File: config.mk
export PLATFORM = sky130hd
export DESIGN_NAME = c2d_ctrl
export DESIGN_NICKNAME = d
export VERILOG_FILES = /design/src/design/c2d_pkg.sv /design/src/design/c2d_ctrl.sv
export SDC_FILE = /design/constraint.sdc
export NUM_CORES = 1
export LEC_CHECK = 0
export BUFFER_PORTS_ARGS = -buffer_cell sky130_fd_sc_hd__clkbuf_2
export CAP_MARGIN = 20
export CORE_AREA = 2 2 39 41
export DETAILED_ROUTE_END_ITERATION = 10
export DIE_AREA = 0 0 41 43
export GPL_TIMING_DRIVEN = 1
export HOLD_SLACK_MARGIN = 0.06
export PLACE_DENSITY = 0.37
export SLEW_MARGIN = 20
export SYNTH_ARGS = -nofsm -noshare
export SYNTH_HDL_FRONTEND = slang
export SYNTH_SLANG_ARGS = --single-unit
File: constraint.sdc
create_clock -name clk_i -period 1.4 [get_ports clk_i]
set_input_delay 0 -clock clk_i [delete_from_list [all_inputs] [get_ports clk_i]]
set_output_delay 0 -clock clk_i [all_outputs]
set_load 0.005 [all_outputs]
File: src/design/c2d_pkg.sv
package c2d_pkg;

  localparam int unsigned DefMaxWidth    = 64;
  localparam int unsigned DefMaxChannels = 16;
  localparam int unsigned DefMaxFilters  = 16;
  localparam int unsigned ResultLimit    = 16;
  localparam int unsigned MaxHeight      = 4096;

  localparam int unsigned CfgIdxW  = 2;
  localparam int unsigned CfgDataW = 13;

  typedef enum logic [1:0] {
    OP_SAMPLE = 2'd0,
    OP_WEIGHT = 2'd1,
    OP_BIAS   = 2'd2,
    OP_NONE   = 2'd3
  } op_e;

  typedef enum logic [1:0] {
    REG_WIDTH    = 2'd0,
    REG_HEIGHT   = 2'd1,
    REG_CHANNELS = 2'd2,
    REG_FILTERS  = 2'd3
  } reg_e;

  typedef enum logic [2:0] {
    ST_IDLE,
    ST_CLEAR,
    ST_MAC,
    ST_DRAIN,
    ST_SETTLE,
    ST_FINISH,
    ST_OUT
  } state_e;

  typedef struct packed {
    logic clear;
    logic mac_en;
    logic step;
    logic finish;
  } cmd_t;

  typedef struct packed {
    logic fire;
    logic last_tap;
    logic last_filter;
  } stat_t;

endpackage

File: src/design/c2d_ctrl.sv
module c2d_ctrl (
  input  logic          clk_i,
  input  logic          rst_ni,
  input  logic          in_valid_i,
  output logic          in_ready_o,
  output logic          out_valid_o,
  input  logic          out_ready_i,
  input  c2d_pkg::stat_t stat_i,
  output c2d_pkg::cmd_t  cmd_o
);
  import c2d_pkg::*;

  state_e state_q, state_d;

  always_ff @(posedge clk_i or negedge rst_ni) begin
    if (!rst_ni) begin
      state_q <= ST_IDLE;
    end else begin
      state_q <= state_d;
    end
  end

  always_comb begin
    state_d     = state_q;
    in_ready_o  = 1'b0;
    out_valid_o = 1'b0;
    cmd_o       = '0;
    case (state_q)
      ST_IDLE: begin
        in_ready_o = 1'b1;
        if (in_valid_i && stat_i.fire) begin
          state_d = ST_CLEAR;
        end
      end
      ST_CLEAR: begin
        cmd_o.clear = 1'b1;
        state_d     = ST_MAC;
      end
      ST_MAC: begin
        cmd_o.mac_en = 1'b1;
        if (stat_i.last_tap) begin
          state_d = ST_DRAIN;
        end
      end
      ST_DRAIN: begin
        state_d = ST_SETTLE;
      end
      ST_SETTLE: begin
        state_d = ST_FINISH;
      end
      ST_FINISH: begin
        cmd_o.finish = 1'b1;
        state_d      = ST_OUT;
      end
      ST_OUT: begin
        out_valid_o = 1'b1;
        if (out_ready_i) begin
          cmd_o.step = 1'b1;
          state_d    = stat_i.last_filter ? ST_IDLE : ST_CLEAR;
        end
      end
      default: state_d = ST_IDLE;
    endcase
  end

  a_out_only_in_out : assert property (@(posedge clk_i) disable iff (!rst_ni)
    out_valid_o |-> !in_ready_o) else $error("result shown while taking input");
  a_finish_then_out : assert property (@(posedge clk_i) disable iff (!rst_ni)
    cmd_o.finish |=> out_valid_o) else $error("finish not followed by result");
  a_clear_then_mac : assert property (@(posedge clk_i) disable iff (!rst_ni)
    cmd_o.clear |=> cmd_o.mac_en) else $error("clear not followed by accumulate");

endmodule

# Word-level counts from Yosys, hierarchy flattened
# Index checks and enable logic that the tools add are counted.
# totals
reg_bits,3
output_inout_bits,6
in_bits,7
# op_classes
muxes,12
reduce_logical,3
n_eq_ne,9
# ops
operator,n
$pmux 3 s7,1
$eq 3x3->1 const B,3
$mux 3,3
$mux 1,8
$eq 3x2->1 const B,2
$ne 2x2->1 const B,3
$eq 3x1->1 const B,1
$logic_not 3->1,1
$reduce_and 3->1,1
$logic_and 1x1->1,1

# Depth between registers and ports, before layout
# depth
ltp_word,3
depth_mapped,3
depth_no_buf,2

# Least setup slack after synthesis
# No wires, ideal clock.
# synth_timing
path_kind,register to register
start,register state_q[2]
end,register state_q[0]
setup_ns,0.099
arrival_time_ns,0.826
path_slack_ns,0.475
stages_incl_launch_ff,4
synth_period_minus_slack_ns,0.925
required_ns,1.301
cell_sequence,dfrtp_1 > buf_6 > nand2b_4 > a311oi_1
# synth_between
elab_chain_cells,3
# synth_lines
item,line,source
"start, declared",c2d_ctrl.sv:13,"state_e state_q, state_d;"
"start signal, assigned",c2d_ctrl.sv:19,state_q <= state_d;
$eq 3x2->1 (tied with other cells),c2d_ctrl.sv:28,case (state_q)
$ne 2x2->1 (no line),n/a,
$reduce_and 3->1 (no line),n/a,
# Parallel ways exist; a longest one is shown, timed or not.
# A chain may end at the register's enable or synchronous reset.

==> out/qor.csv <==
stage;metric;value;unit
outcome;run_status;finished clean;
floorplan;die_span_in_y;43;µm
floorplan;num_io_pins;13;
clocking;clk-insertion-delay-late;0.23;ns
global_routing;first_global_vias;227;
sta;tns;0;ns
yosys;synth_enable_flop_cells;0;
setup_path;worst_ep_arrival_time;1.19;ns
placed_design;placedInstanceArea;274;µm²
route;dr_total_vias;213;
route;via_per_inst;3.87;
setup_path;cp_data_required_time;1.40;ns
setup_path;crit_path_kind;reg2out;
yosys;seq_area_frac_synth;36.6;%
floorplan;start_util;14.8;%
clocking;clockRootBuffer;sky130_fd_sc_hd__clkbuf_4;
setup_path;worst-r2r-setup-slack;0.42;ns
yosys;synth_ff_type;sky130_fd_sc_hd__dfrtp_1;
hold_path;hold_path.startpoint;stat_i[0];
layout;area_delta_synth_final;56.1;%
yosys;synthDistinctLibCells;15;
yosys;synthesis.nets;29;
yosys;synthTopCellsByCount;3 x sky130_fd_sc_hd__dfrtp_1, 3 x sky130_fd_sc_hd__nor2_1, 2 x sky130_fd_sc_hd__nand2b_1, 2 x sky130_fd_sc_hd__nand3b_1, 2 x sky130_fd_sc_hd__o21ai_0;
setup_path;endpoint;cmd_o[1];
clocking;h-tree-depth;1;
floorplan;rows;14;
pwr;ir_worst_vdd;0.678;mV
sta;final.min_clock_period;1.19;ns
layout;top_register;state_q;
yosys;synth_top_cells_by_area;sky130_fd_sc_hd__dfrtp_1 37%, sky130_fd_sc_hd__nand3b_1 7.3%, sky130_fd_sc_hd__nand2b_4 6.7%;
sta;slew_of_the_pin_with_the_lowest_slew_margin;0.266;ns
placed_design;io_buffer_count;12;
layout;layout_cell_share_with_drive_strength_beyond_1;46.2;%
placed_design;place_congestion;0.670;
sta;setup_viol;0;
yosys;syn_inst;22;
route;detailedRoute.firstIterationViolations;3;
clocking;tritoncts;built;
yosys;ys_warn_count;0;
layout;antenna_cells;0;
sta;rsz0062_at_grt;false;
route;drcViolationCount;0;
yosys;synth-seq-cells;3;
floorplan;coreArea;1380;µm²
setup_path;r2r-end;state_q[0]$_DFFE_PN0P_;
layout;final_net_count;47;
layout;design_area;320;µm²
global_routing;globalRoute.totalOverflow;0;
placed_design;hpwl;390;µm
route;drt_first_pass_iters;2;
job;drv.max_cap_violation_count;0;
layout;largest_register_ffs;3;
clocking;cts_buffers;3;
floorplan;dieWidth;41;µm
route;postRouteWirelength;482;µm
setup_path;worstRegToRegCells;2;
setup_path;cp_max_fo;10;
setup_path;r2r_start;state_q[2]$_DFFE_PN0P_;
yosys;synth_area_leader_cell;sky130_fd_sc_hd__dfrtp_1;
global_routing;global_route.usage.total;7.32;%
layout;largest_registers;state_q x3;
global_routing;grt_first_pass_wirelength;814;µm
route;final_antenna_net_count;0;
global_routing;maximum_number_of_pins_on_one_net_before_global_route_repair;11;
hold_path;hold_class;in2reg;
yosys;async_reset_ff_share;100;%
sta;min_period_over_period;85.1;%
yosys;post_synth_instance_area;205;µm²
sta;max-slew-margin-rel;82.3;%
clocking;cts.repair_timing.setup_buffer_count;0;
clocking;clkSlewWorstSetupHoldPaths;0.04;ns
pwr;cellPowerDensity;1850;nW/µm²
setup_path;worst_setup_path_start_kind;register;
pwr;p_leak;0.158;nW
clocking;cts.sink_count;3;
global_routing;grt_antenna_before_repair;0;
sta;skew;0.00420;ns
yosys;syn-mean-instance-area;9.33;µm²
route;post_drt_wl_per_cell;8.76;µm
sta;hold_ws;0.0676;ns
clocking;clock_path_buffers;2;
yosys;synth.top_cell.area_share;36.6;%
floorplan;die_area;1760;µm²
sta;maximum_clock_rate;0.839;GHz
clocking;post_cts_resized;0;
sta;final_slew_violations;0;
setup_path;setup.worst_path.end_class;output pin;
setup_path;worstSetupStartpoint;state_q[2]$_DFFE_PN0P_;
sta;finalHoldViolCount;0;
final cells by class:
class / count / area, µm²
well taps: 16 / 20.0
inverters: 1 / 3.75
fillers: 158 / 1060
repair buffers: 14 / 80.1
flip-flops and latches: 3 / 75.1
clock buffers: 4 / 26.3
multi-input cells: 17 / 115
cell families (layout without fill, tap and decap cells):
logic type             after synthesis  in the layout  share of synthesized area [%]
AND/OR/NAND/NOR                     12             12                           39.6
AO/OA/AOI/OAI                        5              5                           16.5
flip-flops                           3              3                           36.6
buffers and inverters                2             19                           7.31
power by group:
group	internal [W]	switching (W)
registers	0.000129	0.0000818
clock network	0.000107	0.0000434
logic	0.000138	0.0000937
total	0.000374	0.000219
routing by layer:
layer  vias up  global-route usage, %  wire length [µm]
li1        111                      -                 -
met1        96                   8.01               198
met2         6                   10.0               257
met3         0                   3.66                26
met4         0                   6.00                 0
met5         -                      0                 0
layout by cell type (no fill, tap or decap):
cell type and n:
sky130_fd_sc_hd__a211oi_1 1, sky130_fd_sc_hd__a311oi_1 1, sky130_fd_sc_hd__and2_1 1, sky130_fd_sc_hd__and2_2 1, sky130_fd_sc_hd__and3b_2 1, sky130_fd_sc_hd__clkbuf_1 1
sky130_fd_sc_hd__clkbuf_2 12, sky130_fd_sc_hd__clkbuf_4 3, sky130_fd_sc_hd__dfrtp_1 3, sky130_fd_sc_hd__dlygate4sd3_1 2, sky130_fd_sc_hd__inv_1 1, sky130_fd_sc_hd__nand2b_1 2
sky130_fd_sc_hd__nand2b_4 1, sky130_fd_sc_hd__nand3b_1 2, sky130_fd_sc_hd__nor2_1 3, sky130_fd_sc_hd__nor3_1 1, sky130_fd_sc_hd__o21a_1 1, sky130_fd_sc_hd__o21ai_0 2
what timing repair did:
item | CTS | global route
setup endpoints to repair | 0 | 0
hold endpoints to repair | 4 | 0
hold buffers | 2 | 0
worst min-delay path by stage:
stage	endpoint	slack [ns]	cells past startpoint
2_1_floorplan	state_q[0]$_DFFE_PN0P_	-0.30	0
3_3_place_gp	state_q[1]$_DFFE_PN0P_	-0.20	1
3_5_place_dp	state_q[0]$_DFFE_PN0P_	-0.20	1
4_1_cts	state_q[0]$_DFFE_PN0P_	0.06	3
5_1_grt	state_q[0]$_DFFE_PN0P_	0.09	3
6_report	state_q[0]$_DFFE_PN0P_	0.07	3
through the flow:
step | total power [W] | setup WS [ns] | cells | util, %
2_1_floorplan | 0.000363 | 0.475 | 22 | -
3_3_place_gp | 0.000447 | 0.438 | 49 | 19.8
3_5_place_dp | 0.000448 | 0.403 | 49 | 19.8
4_1_cts | 0.000613 | 0.188 | 55 | 23.1
5_1_grt | 0.000658 | 0.138 | 55 | 23.1
6_report | 0.000593 | 0.209 | 55 | 23.1
worst max-delay path: stages, from the launching register on:
cell	delay, ns
sky130_fd_sc_hd__dfrtp_1	0.46
sky130_fd_sc_hd__and3b_2	0.26
sky130_fd_sc_hd__and2_1	0.15
sky130_fd_sc_hd__clkbuf_2	0.10
Power figures use the tool's default switching activity.
